<file path="config.mk">
export PLATFORM = sky130hd
export DESIGN_NAME = hex_text_to_bytes_parser_core
export DESIGN_NICKNAME = d
export VERILOG_FILES = /design/src/rtl/hexbp_pkg.sv /design/src/rtl/hex_text_to_bytes_parser_core.sv /design/src/rtl/hexbp_front.sv /design/src/rtl/hexbp_queue.sv /design/src/rtl/hexbp_back.sv
export VERILOG_INCLUDE_DIRS = /design/src /design/src/rtl
export SDC_FILE = /design/constraint.sdc
export NUM_CORES = 1
export LEC_CHECK = 0
export ABC_AREA = 0
export BUFFER_PORTS_ARGS = -buffer_cell sky130_fd_sc_hd__buf_2
export CAP_MARGIN = 40
export CORE_AREA = 3 3 179 181
export DETAILED_ROUTE_END_ITERATION = 7
export DIE_AREA = 0 0 182 184
export PLACE_DENSITY = 0.72
export SKIP_CTS_REPAIR_TIMING = 1
export SYNTH_ARGS = -nofsm -noshare
export SYNTH_HDL_FRONTEND = slang
export SYNTH_SLANG_ARGS = --single-unit
</file>
<file path="constraint.sdc">
create_clock -name i_clk -period 10.3 [get_ports i_clk]
set_input_delay 0 -clock i_clk [delete_from_list [all_inputs] [get_ports i_clk]]
set_output_delay 0 -clock i_clk [all_outputs]
set_load 0.02 [all_outputs]
</file>
<file path="src/rtl/assert_macros.svh">
// Assertion macros shared by the RTL. Every check is clocked on i_clk and
// is switched off while the synchronous reset is held.
`ifndef ASSERT_MACROS_SVH
`define ASSERT_MACROS_SVH

// The expression must hold at every clock edge.
`define CHK_ALWAYS(label, expr, msg) \
    label: assert property (@(posedge i_clk) disable iff (!i_rst_n) (expr)) \
        else $error(msg);

// Whenever the antecedent holds, the consequent must hold in the same cycle.
`define CHK_IMPLY(label, ante, cons, msg) \
    label: assert property (@(posedge i_clk) disable iff (!i_rst_n) \
        (ante) |-> (cons)) else $error(msg);

`endif

</file>
<file path="src/rtl/hexbp_pkg.sv">
package hexbp_pkg;

    // Character codes recognised by the parser.
    localparam logic [7:0] CH_DQUOTE = 8'h22;
    localparam logic [7:0] CH_SQUOTE = 8'h27;
    localparam logic [7:0] CH_HASH   = 8'h23;
    localparam logic [7:0] CH_PLUS   = 8'h2B;
    localparam logic [7:0] CH_MINUS  = 8'h2D;
    localparam logic [7:0] CH_SPACE  = 8'h20;
    localparam logic [7:0] CH_TAB    = 8'h09;
    localparam logic [7:0] CH_CR     = 8'h0D;
    localparam logic [7:0] CH_ZERO   = 8'h30;
    localparam logic [7:0] CH_NINE   = 8'h39;

    // Decimal phases.
    localparam logic [1:0] DEC_NONE  = 2'd0;
    localparam logic [1:0] DEC_HASH  = 2'd1;
    localparam logic [1:0] DEC_SIGN  = 2'd2;
    localparam logic [1:0] DEC_DIGIT = 2'd3;

    // Result slots of one command, in the order they are delivered.
    localparam int          NUM_SLOTS = 7;
    localparam logic [2:0]  SLOT_B0   = 3'd4;
    localparam logic [2:0]  SLOT_B1   = 3'd5;
    localparam logic [2:0]  SLOT_END  = 3'd6;

    localparam int          QUEUE_DEPTH_DEF = 4;
    localparam logic [15:0] MAX_BYTES_RESET = 16'hFFFF;

    // One command from the front end: which slots carry a result, the
    // decimal word (still unsigned, with its sign apart) and the char bytes.
    typedef struct packed {
        logic [NUM_SLOTS-1:0] mask;
        logic                 word_neg;
        logic [31:0]          word;
        logic [7:0]           b0;
        logic [7:0]           b1;
    } t_cmd;

    // Returns {is_hex, nibble}.
    function automatic logic [4:0] hex_decode(input logic [7:0] c);
        logic [4:0] r;
        r = 5'd0;
        if (c >= 8'h30 && c <= 8'h39) begin
            r = {1'b1, c[3:0]};
        end else if ((c >= 8'h41 && c <= 8'h46) || (c >= 8'h61 && c <= 8'h66)) begin
            r = {1'b1, c[3:0] + 4'd9};
        end
        return r;
    endfunction

endpackage

</file>
<file path="src/rtl/hex_text_to_bytes_parser_core.sv">
// Hex text to bytes parser.
// Input channel: one text character per transaction (i_ch, i_last) on
// i_in_valid / o_in_stall. i_last marks the final character of a text.
// Output channel: one result per transaction (o_out_byte, o_end_mark,
// o_total_bytes) on o_out_valid / i_out_stall. Data bytes come first; the
// final character adds a closing result with o_end_mark set and the byte
// count delivered for the text in o_total_bytes.
// Configuration: i_cfg_valid / o_cfg_ready carries the byte limit; write it
// only while the block is idle. Bytes beyond the limit are dropped.
// Throughput: one character per cycle while each yields at most one result
// and the receiver does not stall. The result sequencer delivers one slot per
// cycle while the output register is free, so a character that yields several
// results (up to six, decimal words give four) occupies it for a slot each,
// and a byte dropped at the limit uses a slot as well. Each result passes
// through the command queue, the slot mask register and the output register.
// When the receiver stalls, the output register holds, the queue fills and
// o_in_stall rises once it is full.
// Reset (synchronous, active low) clears the parse state and the queue and
// sets the byte limit to 65535.
`include "assert_macros.svh"

module hex_text_to_bytes_parser_core #(
    parameter int QUEUE_DEPTH = hexbp_pkg::QUEUE_DEPTH_DEF
) (
    input  logic        i_clk,
    input  logic        i_rst_n,
    input  logic        i_in_valid,
    output logic        o_in_stall,
    input  logic [7:0]  i_ch,
    input  logic        i_last,
    output logic        o_out_valid,
    input  logic        i_out_stall,
    output logic [7:0]  o_out_byte,
    output logic        o_end_mark,
    output logic [15:0] o_total_bytes,
    input  logic        i_cfg_valid,
    output logic        o_cfg_ready,
    input  logic [15:0] i_cfg_data
);
    import hexbp_pkg::*;

    localparam int CNT_W = $clog2(QUEUE_DEPTH + 1);

    t_cmd             push_cmd, head_cmd;
    logic             push, pop, q_empty, q_full;
    logic [CNT_W-1:0] q_count;

    assign o_cfg_ready = 1'b1;

    hexbp_front u_front (
        .i_clk        (i_clk),
        .i_rst_n      (i_rst_n),
        .i_in_valid   (i_in_valid),
        .o_in_stall   (o_in_stall),
        .i_ch         (i_ch),
        .i_last       (i_last),
        .i_queue_full (q_full),
        .o_push       (push),
        .o_cmd        (push_cmd)
    );

    hexbp_queue #(
        .DEPTH (QUEUE_DEPTH)
    ) u_queue (
        .i_clk   (i_clk),
        .i_rst_n (i_rst_n),
        .i_push  (push),
        .i_cmd   (push_cmd),
        .i_pop   (pop),
        .o_cmd   (head_cmd),
        .o_empty (q_empty),
        .o_full  (q_full),
        .o_count (q_count)
    );

    hexbp_back u_back (
        .i_clk         (i_clk),
        .i_rst_n       (i_rst_n),
        .i_cfg_valid   (i_cfg_valid),
        .i_cfg_data    (i_cfg_data),
        .i_cmd         (head_cmd),
        .i_cmd_avail   (!q_empty),
        .o_pop         (pop),
        .o_out_valid   (o_out_valid),
        .i_out_stall   (i_out_stall),
        .o_out_byte    (o_out_byte),
        .o_end_mark    (o_end_mark),
        .o_total_bytes (o_total_bytes)
    );

    `CHK_ALWAYS(a_no_overflow, !(push && q_full && !pop), "command queue overflow")
    `CHK_ALWAYS(a_no_underflow, !(pop && q_empty), "command queue underflow")
    `CHK_ALWAYS(a_count_bound, q_count <= CNT_W'(QUEUE_DEPTH), "queue count beyond depth")
    `CHK_IMPLY(a_data_total, o_out_valid && !o_end_mark, o_total_bytes == 16'd0, "count on data byte")

endmodule

</file>
<file path="src/rtl/hexbp_front.sv">
module hexbp_front (
    input  logic             i_clk,
    input  logic             i_rst_n,
    input  logic             i_in_valid,
    output logic             o_in_stall,
    input  logic [7:0]       i_ch,
    input  logic             i_last,
    input  logic             i_queue_full,
    output logic             o_push,
    output hexbp_pkg::t_cmd  o_cmd
);
    import hexbp_pkg::*;

    logic        r_narrow, r_wide, r_neg, r_pending;
    logic [1:0]  r_phase;
    logic [31:0] r_value;
    logic [3:0]  r_high;

    logic        n_narrow, n_wide, n_neg, n_pending;
    logic [1:0]  n_phase;
    logic [31:0] n_value;
    logic [3:0]  n_high;

    logic        accept;
    logic        consumed;
    logic        is_space;
    logic        is_digit;
    logic [4:0]  hex;
    t_cmd        cmd;

    assign accept     = i_in_valid && !i_queue_full;
    assign o_in_stall = i_queue_full;
    assign is_space   = (i_ch == CH_SPACE) || (i_ch >= CH_TAB && i_ch <= CH_CR);
    assign is_digit   = (i_ch >= CH_ZERO) && (i_ch <= CH_NINE);
    assign hex        = hex_decode(i_ch);

    always_comb begin
        n_narrow  = r_narrow;
        n_wide    = r_wide;
        n_neg     = r_neg;
        n_pending = r_pending;
        n_phase   = r_phase;
        n_value   = r_value;
        n_high    = r_high;
        consumed  = 1'b0;
        cmd       = '0;

        // Decimal field first; a character that does not fit closes the word.
        if (r_phase != DEC_NONE) begin
            if (r_phase == DEC_HASH && is_space) begin
                consumed = 1'b1;
            end else if (r_phase == DEC_HASH && (i_ch == CH_PLUS || i_ch == CH_MINUS)) begin
                n_neg    = (i_ch == CH_MINUS);
                n_phase  = DEC_SIGN;
                consumed = 1'b1;
            end else if (is_digit) begin
                n_value  = (r_value << 3) + (r_value << 1) + {28'd0, i_ch[3:0]};
                n_phase  = DEC_DIGIT;
                consumed = 1'b1;
            end else begin
                cmd.mask[3:0] = 4'hF;
                cmd.word      = (r_phase == DEC_DIGIT) ? r_value : 32'd0;
                cmd.word_neg  = r_neg;
                n_phase       = DEC_NONE;
                n_neg         = 1'b0;
                n_value       = 32'd0;
            end
        end

        if (!consumed) begin
            if (r_narrow) begin
                if (i_ch == CH_DQUOTE) begin
                    n_narrow = 1'b0;
                end else begin
                    cmd.mask[SLOT_B0] = 1'b1;
                    cmd.b0            = i_ch;
                end
            end else if (r_wide) begin
                if (i_ch == CH_SQUOTE) begin
                    n_wide = 1'b0;
                end else begin
                    cmd.mask[SLOT_B0] = 1'b1;
                    cmd.mask[SLOT_B1] = 1'b1;
                    cmd.b0            = i_ch;
                end
            end else if (i_ch == CH_HASH) begin
                n_phase = DEC_HASH;
                n_neg   = 1'b0;
                n_value = 32'd0;
            end else if (hex[4]) begin
                if (!r_pending) begin
                    n_high    = hex[3:0];
                    n_pending = 1'b1;
                end else begin
                    cmd.mask[SLOT_B0] = 1'b1;
                    cmd.b0            = {r_high, hex[3:0]};
                    n_pending         = 1'b0;
                    n_high            = 4'd0;
                end
            end else if (i_ch == CH_DQUOTE) begin
                n_narrow = 1'b1;
            end else if (i_ch == CH_SQUOTE) begin
                n_wide = 1'b1;
            end
        end

        if (i_last) begin
            // An open decimal with digits is flushed before the end result.
            if (n_phase == DEC_DIGIT) begin
                cmd.mask[3:0] = 4'hF;
                cmd.word      = n_value;
                cmd.word_neg  = n_neg;
            end
            cmd.mask[SLOT_END] = 1'b1;
            n_narrow  = 1'b0;
            n_wide    = 1'b0;
            n_neg     = 1'b0;
            n_pending = 1'b0;
            n_phase   = DEC_NONE;
            n_value   = 32'd0;
            n_high    = 4'd0;
        end
    end

    always_ff @(posedge i_clk) begin
        if (!i_rst_n) begin
            r_narrow  <= 1'b0;
            r_wide    <= 1'b0;
            r_neg     <= 1'b0;
            r_pending <= 1'b0;
            r_phase   <= DEC_NONE;
            r_value   <= 32'd0;
            r_high    <= 4'd0;
        end else if (accept) begin
            r_narrow  <= n_narrow;
            r_wide    <= n_wide;
            r_neg     <= n_neg;
            r_pending <= n_pending;
            r_phase   <= n_phase;
            r_value   <= n_value;
            r_high    <= n_high;
        end
    end

    // Characters that produce nothing never occupy the queue.
    assign o_push = accept && (cmd.mask != '0);
    assign o_cmd  = cmd;

endmodule

</file>
<file path="src/rtl/hexbp_queue.sv">
module hexbp_queue #(
    parameter int DEPTH = hexbp_pkg::QUEUE_DEPTH_DEF
) (
    input  logic                          i_clk,
    input  logic                          i_rst_n,
    input  logic                          i_push,
    input  hexbp_pkg::t_cmd               i_cmd,
    input  logic                          i_pop,
    output hexbp_pkg::t_cmd               o_cmd,
    output logic                          o_empty,
    output logic                          o_full,
    output logic [$clog2(DEPTH+1)-1:0]    o_count
);
    import hexbp_pkg::*;

    localparam int PTR_W = (DEPTH > 1) ? $clog2(DEPTH) : 1;
    localparam int CNT_W = $clog2(DEPTH + 1);
    localparam logic [PTR_W-1:0] PTR_LAST = PTR_W'(DEPTH - 1);
    localparam logic [CNT_W-1:0] CNT_FULL = CNT_W'(DEPTH);

    t_cmd             r_mem [DEPTH];
    logic [PTR_W-1:0] r_wr_ptr, r_rd_ptr;
    logic [CNT_W-1:0] r_count;

    always_ff @(posedge i_clk) begin
        if (i_push) begin
            r_mem[r_wr_ptr] <= i_cmd;
        end
    end

    always_ff @(posedge i_clk) begin
        if (!i_rst_n) begin
            r_wr_ptr <= '0;
            r_rd_ptr <= '0;
            r_count  <= '0;
        end else begin
            if (i_push) begin
                r_wr_ptr <= (r_wr_ptr == PTR_LAST) ? '0 : r_wr_ptr + 1'b1;
            end
            if (i_pop) begin
                r_rd_ptr <= (r_rd_ptr == PTR_LAST) ? '0 : r_rd_ptr + 1'b1;
            end
            case ({i_push, i_pop})
                2'b10:   r_count <= r_count + 1'b1;
                2'b01:   r_count <= r_count - 1'b1;
                default: r_count <= r_count;
            endcase
        end
    end

    assign o_cmd   = r_mem[r_rd_ptr];
    assign o_empty = (r_count == '0);
    assign o_full  = (r_count == CNT_FULL);
    assign o_count = r_count;

endmodule

</file>
<file path="src/rtl/hexbp_back.sv">
module hexbp_back (
    input  logic             i_clk,
    input  logic             i_rst_n,
    input  logic             i_cfg_valid,
    input  logic [15:0]      i_cfg_data,
    input  hexbp_pkg::t_cmd  i_cmd,
    input  logic             i_cmd_avail,
    output logic             o_pop,
    output logic             o_out_valid,
    input  logic             i_out_stall,
    output logic [7:0]       o_out_byte,
    output logic             o_end_mark,
    output logic [15:0]      o_total_bytes
);
    import hexbp_pkg::*;

    logic [15:0]          r_max;
    logic [15:0]          r_count;
    logic [NUM_SLOTS-1:0] r_mask;
    logic [31:0]          r_word;
    logic [7:0]           r_b0, r_b1;
    logic                 r_out_valid;
    logic [7:0]           r_out_byte;
    logic                 r_end_mark;
    logic [15:0]          r_total;

    logic                 out_free;
    logic                 step;
    logic [2:0]           slot;
    logic [7:0]           cur_byte;
    logic [NUM_SLOTS-1:0] n_mask;
    logic                 load;

    assign out_free = !r_out_valid || !i_out_stall;
    assign step     = out_free && (r_mask != '0);

    // Lowest pending slot goes first.
    always_comb begin
        slot = SLOT_END;
        for (int i = NUM_SLOTS - 1; i >= 0; i--) begin
            if (r_mask[i]) begin
                slot = 3'(i);
            end
        end
    end

    always_comb begin
        case (slot)
            SLOT_B0: cur_byte = r_b0;
            SLOT_B1: cur_byte = r_b1;
            default: cur_byte = r_word[{slot[1:0], 3'b000} +: 8];
        endcase
    end

    always_comb begin
        n_mask = r_mask;
        if (step) begin
            n_mask[slot] = 1'b0;
        end
    end

    assign load  = (n_mask == '0) && i_cmd_avail;
    assign o_pop = load;

    always_ff @(posedge i_clk) begin
        if (!i_rst_n) begin
            r_max       <= MAX_BYTES_RESET;
            r_count     <= 16'd0;
            r_mask      <= '0;
            r_out_valid <= 1'b0;
        end else begin
            if (i_cfg_valid) begin
                r_max <= i_cfg_data;
            end
            r_mask <= load ? i_cmd.mask : n_mask;
            if (step) begin
                if (slot == SLOT_END) begin
                    r_out_valid <= 1'b1;
                    r_count     <= 16'd0;
                end else if (r_count < r_max) begin
                    r_out_valid <= 1'b1;
                    r_count     <= r_count + 16'd1;
                end else begin
                    // Over the byte limit: the byte is dropped.
                    r_out_valid <= 1'b0;
                end
            end else if (out_free) begin
                r_out_valid <= 1'b0;
            end
        end
    end

    always_ff @(posedge i_clk) begin
        if (load) begin
            r_word <= i_cmd.word_neg ? (32'd0 - i_cmd.word) : i_cmd.word;
            r_b0   <= i_cmd.b0;
            r_b1   <= i_cmd.b1;
        end
        if (step) begin
            if (slot == SLOT_END) begin
                r_out_byte <= 8'd0;
                r_end_mark <= 1'b1;
                r_total    <= r_count;
            end else begin
                r_out_byte <= cur_byte;
                r_end_mark <= 1'b0;
                r_total    <= 16'd0;
            end
        end
    end

    assign o_out_valid   = r_out_valid;
    assign o_out_byte    = r_out_byte;
    assign o_end_mark    = r_end_mark;
    assign o_total_bytes = r_total;

endmodule
</file>
After elaboration in Yosys (flattened, before gate mapping)
Memories as Yosys holds them, arrays and structs flattened. A register that Yosys moved wholly into a read port is not among the register bits.
Index checks and enable logic that the tools add are counted.
Widths: inputs -> output; s select.
{ "classes": {"addsub": 9, "order_cmp": 11, "eq_ne": 21, "shifts": 1, "mux": 115, "n_bitwise": 2, "n_reduce_logical": 32} }
{ "ops": {"columns": ["op", "count"], "rows": [
  ["$mux 32", 11],
  ["$mux 37", 6],
  ["$mux 8", 8],
  ["$mux 1", 53],
  ["$eq 8x6->1 const B", 6],
  ["$mux 2", 17],
  ["$add 32x32->32", 1],
  ["$add 32x4->32", 1],
  ["$mux 16", 2],
  ["$shiftx 32x6->8", 1],
  ["$sub 1x32->32 const A", 1],
  ["$mux 4", 7],
  ["$add 16x1->16 const B", 1],
  ["$ge 8x7->1 const B", 2],
  ["$le 8x7->1 const B", 2],
  ["$lt 16x16->1", 1],
  ["$pmux 8 s2", 1],
  ["$mux 7", 2],
  ["$reduce_bool 7->1", 2],
  ["$eq 3x3->1 const B", 4],
  ["$mux 3", 4],
  ["$logic_and 1x1->1", 11],
  ["$eq 2x2->1 const B", 5],
  ["$mux 5", 2],
  ["24 further kinds", 40]
]} }
{ "totals": {"register_bits": 162, "mem_bits_rw": 192, "in_bits": 30, "output_inout_bits": 28, "word_cells": 212, "n_memories": 1} }
{ "memory_table": {"columns": ["memory", "words", "word_bits", "rd", "rd_clocked_by_memory_dff", "wr", "line", "text"], "rows": [
  ["u_queue.r_mem", 4, 48, 1, 1, 1, "hexbp_queue.sv:21", "t_cmd r_mem [DEPTH];"]
]} }

Depth between registers and ports, before layout
{ "depth": {"word_depth": 17, "mapped_depth": 16, "depth_no_buf": 16} }

Modules after synthesis
From an unflattened synthesis, not the netlist that was laid out.
{ "hier_totals": {"cells_unflattened": 1434, "area_unflattened_um2": 18833.1} }
{ "by_module_without_submodules": {"columns": ["module", "instances", "cells_per_inst", "area_each_um2", "seq_area_each_um2"], "rows": [
  ["hexbp_queue", 1, 339, 8579.5, 6906.6],
  ["hexbp_back", 1, 521, 5660.4, 2992.9],
  ["hexbp_front", 1, 571, 4578.1, 840.8],
  ["hex_text_to_bytes_parser_core", 1, 3, 15.0, 0.0]
]} }

Worst setup path before layout
No wires, ideal clock.
{ "synth_timing": {"path_type": "register to register", "from": "register u_back.r_mask[0]", "to": "register u_queue.r_count[2], in the netlist u_queue.o_count[2]", "setup_time_ns": 0.076, "t_arrival_ns": 4.237, "t_required_ns": 10.224, "path_slack_ns": 5.988, "stages_incl_launch_ff": 16, "cell_sequence": "dfxtp_1 -> clkbuf_1 -> nor4_1 -> nand2_1 -> o21ai_1 -> inv_1 -> nand3_1 -> o22ai_1 -> nand2_1 -> inv_1 -> ha_1 -> inv_1 -> fa_1 -> xor2_1 -> or3_1 -> a21boi_0"} }
{ "synth_rtl": {"columns": ["item", "line", "text"], "rows": [
  ["start, declared", "hexbp_back.sv:19", "logic [NUM_SLOTS-1:0] r_mask;"],
  ["start signal, assigned", "hexbp_back.sv:75", "r_mask <= load ? i_cmd.mask : n_mask;"],
  ["$reduce_bool 7->1 (*)", "hexbp_back.sv:35", "assign step = out_free && (r_mask != '0);"],
  ["$logic_and 1x1->1 (*)", "hexbp_back.sv:35", null],
  ["named net u_back.step", "hexbp_back.sv:28", "logic step;"],
  ["$mux 7 (*)", "hexbp_back.sv:57", "if (step) begin"],
  ["$logic_not 7->1 (*)", "hexbp_back.sv:62", "assign load = (n_mask == '0) && i_cmd_avail;"],
  ["$logic_and 1x1->1 (*)", "hexbp_back.sv:62", null],
  ["named net pop", "hex_text_to_bytes_parser_core.sv:45", "logic push, pop, q_empty, q_full;"],
  ["$eq 2x1->1 or $eq 2x2->1 (tied branches)", "hexbp_queue.sv:43", "case ({i_push, i_pop})"],
  ["$pmux 3 s2 or $reduce_bool 2->1 (tied branches)", null, null],
  ["end signal, assigned", "hexbp_queue.sv:44", "2'b10: r_count <= r_count + 1'b1;"],
  ["end signal, assigned", "hexbp_queue.sv:45", "2'b01: r_count <= r_count - 1'b1;"],
  ["end signal, assigned", "hexbp_queue.sv:46", "default: r_count <= r_count;"],
  ["end, declared", "hexbp_queue.sv:23", "logic [CNT_W-1:0] r_count;"]
]} }
The timed path passes the listed nets; every way through them passes the cells marked *.
A chain may end at the register's enable or synchronous reset.

==> reports/summary.txt <==
GP Congestion -> 0.915
Largest cells by area after synthesis -> edfxtp_1, dfxtp_1, mux4_2, ha_1, nand2_1
Post-DRT Antenna Nets -> 0
CTS max path bufs -> 3
Vias in the first global route -> 10700
Outcome -> complete, but fails checks
Top-Level Pins -> 58
CP startpoint kind -> flop
Post-DP HPWL -> 24.9 mm
Failing checks -> hold timing
Starting DRT DRC Count -> 1027
Num Clock Sinks -> 336
Worst reg2reg startpoint -> u_front.r_phase[1]$_SDFFE_PN0P_
CP max-delay cell -> nor2_1
Mux cell area share after synthesis -> 0.0744
Most numerous cell in the Yosys netlist -> edfxtp_1
Crit path kind -> flop to flop
Total power -> 4.31 mW
Max rail drop VDD -> 0.000101 V
Unrepaired setup endpoints after global routing -> false
Root Buffer -> clkbuf_16
Asr flop ratio synth -> 0
Nets -> 1595
CP endpoint kind -> flop
Total global-route track usage -> 0.215
Total wire length -> 36.7 mm
CP Launch Point -> u_front.r_phase[1]$_SDFFE_PN0P_
GR peak layer -> met2
Post-Synth Simple-Gate Area -> 0.119
Critical Path RT -> 10.75 ns
Vias per inst -> 5.93
Largest stage delay, worst path -> 0.60 ns
Drt drc -> 0
Main combinational cell family by area after synthesis -> compound AO/OA/AOI/OAI gates
# port buffers -> 56
Post-synth net total -> 1533
Post-route insts no fill -> 1899
Clock transition at the registers of the reported paths -> 0.06 ns
Total number of vias -> 11300
Register area share after synthesis -> 0.546
Antenna Cells -> 0
Adder-Cell Fraction of Synth Area -> 0.0681
Tmin final -> 4.08 ns
Reg2reg setup slack -> 6.22 ns
Cell Pwr Density -> 228 mW/mm^2
Largest net degree at the start of global routing -> 51
Die height -> 184 microns
First-pass GRT wire length -> 58.4 mm
YS warnings -> 0
Synth top area share -> 0.437
Core Area -> 0.0306 sq mm
Layout cells sized above 1 -> 0.136
H-Tree Depth -> 2
Endpoints failing hold -> 2
Max-Cap Viols -> 0
CP Max Fanout -> 13
Die W -> 182 microns
GRT Residual Overflow -> 0
Clock skew -> 0.0275 ns
Hold Path Class -> input port to flop
Tightest Pin Transition -> 0.796 ns
Placed cells -> 1817
Final Setup Violations -> 0
Pre-antenna DRT Iters -> 5
Hold WS -> -0.0353 ns
Post-synthesis xor/xnor area fraction -> 0.0323
Post-Syn Area -> 0.0168 sq mm
Drt wl/cell -> 19.4 microns
Crit share post-route -> 0.396
Full die area -> 0.0335 sq mm
Clock latency on the worst-skew pair -> 0.52 ns
Synth area leader -> edfxtp_1
Max-slew headroom -> 0.456
Layout Utilization -> 0.617
Antenna violations before repair -> 0
GR met1 Demand/Resource -> 0.316
Min-delay src -> i_out_stall
Crit-path cells -> nor4_1 > nor4bb_1 > a311oi_1 > nor2_1 > a221oi_1 > nor3_1 > nor2_1 > inv_1 > ha_1 > inv_1 > fa_1 > xor2_1 > or3_1 > a21boi_0
Core Rows -> 64
Setup_tns -> 0 ns
Slew Limit Fails -> 0
Post-synth EDFFs -> 245
CTS Buf Count -> 35
Complex-gate fraction of the synthesized area -> 0.131
Syn_area_per_cell -> 11.9 sq um
Initial Util -> 0.550
Synth Flop Type -> edfxtp_1
FF-to-FF path depth -> 14
Arrival @ worst endpoint -> 4.53 ns
TritonCTS clock tree -> built
Post-synthesis cell type count -> 74
Met2 Resource Use GR -> 0.349
#FFs+latches synth -> 336
Static leakage -> 7.20 nW
List of most frequent post-synthesis cells -> edfxtp_1, nand2_1, dfxtp_1
Met3 Track Usage GR -> 0.0231
Cell count after synthesis -> 1414
Hold path depth -> 3
Max Fclk -> 245 MHz
Area added between synthesis and finish -> 12.2%
sequential cells by signal (all words and copies together), names as in the netlist, 7 cells and up, named ones only:
register,flops
u_back.o_out_byte,8
u_back.o_total_bytes,16
u_back.r_b0,8
u_back.r_count,16
u_back.r_mask,7
u_back.r_max,16
u_back.r_word,32
u_front.r_value,32
u_queue.r_mem,180
layout make-up:
cell class / count / area (sq um)
clock buffers: 45 / 976
clock inverters: 19 / 209
fillers: 2400 / 11700
inverters: 57 / 214
multi-input cells: 950 / 7160
flip-flops and latches: 336 / 9180
well taps: 396 / 495
repair buffers: 96 / 648
cell usage in the layout (no fill, tap or decap), types with 7 or more instances in the layout:
cell type and count:
edfxtp_1 245, nand2_1 129, dfxtp_1 89, ha_1 86
a21oi_1 84, o21ai_0 76, nor2_1 71, inv_1 57
buf_2 57, mux4_2 52, nand3_1 42, clkbuf_16 37
xnor2_1 31, xor2_1 31, o211ai_1 29, a22o_1 25
nor3_1 21, and3_1 20, nor2b_1 20, and2_1 19
buf_4 19, dlygate4sd3_1 17, a21o_1 15, nand2b_1 13
o31ai_1 13, a31oi_1 12, nand4_1 12, a22oi_1 12
or3_1 11, a21boi_0 10, a211oi_1 10, or4_1 8
mux2i_1 7
path summary, 6_finish.rpt:
check	endpoint
max reg2reg	u_queue.o_count[2]$_SDFFE_PN0P_
max	u_queue.o_count[2]$_SDFFE_PN0P_
min reg2reg	u_front.r_high[1]$_SDFFE_PN0P_
min	u_back.r_mask[0]$_SDFF_PN0_
critical path: cells and delay by family (launching register included):
family | cells | cell delay (ns)
DFF | 1 | 0.38
AOI/OAI and AO/OA | 3 | 0.53
and+or+nand+nor | 6 | 2.20
xor gates and xnor gates | 1 | 0.16
adders and majority gates | 2 | 0.58
buffers and inverters | 2 | 0.18
per-stage QoR:
stage / setup slack (ns) / area (sq um)
after floorplan: 5.99 / 16800
after global placement: 6.18 / 17500
after detailed placement: 5.94 / 17500
after CTS: 6.24 / 18700
after global routing: 5.73 / 18900
final: 6.22 / 18900
report_power, final:
part	internal [mW]	switching, mW	leakage (nW)
registers	1.74	0.0943	3.14
logic	0.463	0.726	3.48
clock network	0.775	0.504	0.581
total	2.98	1.32	7.20
layer usage:
layer | up-vias | wire length (microns)
met3 | 41 | 1570
li1 | 5485 | -
met4 | 0 | 612
met5 | - | 0
met2 | 307 | 17700
met1 | 5431 | 16800
kinds of logic (layout without fill, tap and decap cells):
logic type / after synthesis / after routing
xor gates and xnor gates: 62 / 62
and+or+nand+nor: 400 / 400
other: 1 / 1
DFF: 336 / 336
AOI/OAI and AO/OA: 337 / 337
muxes: 60 / 60
buffers and inverters: 128 / 217
adders and majority gates: 90 / 90
No activity file was read; power rests on OpenSTA's default activity.
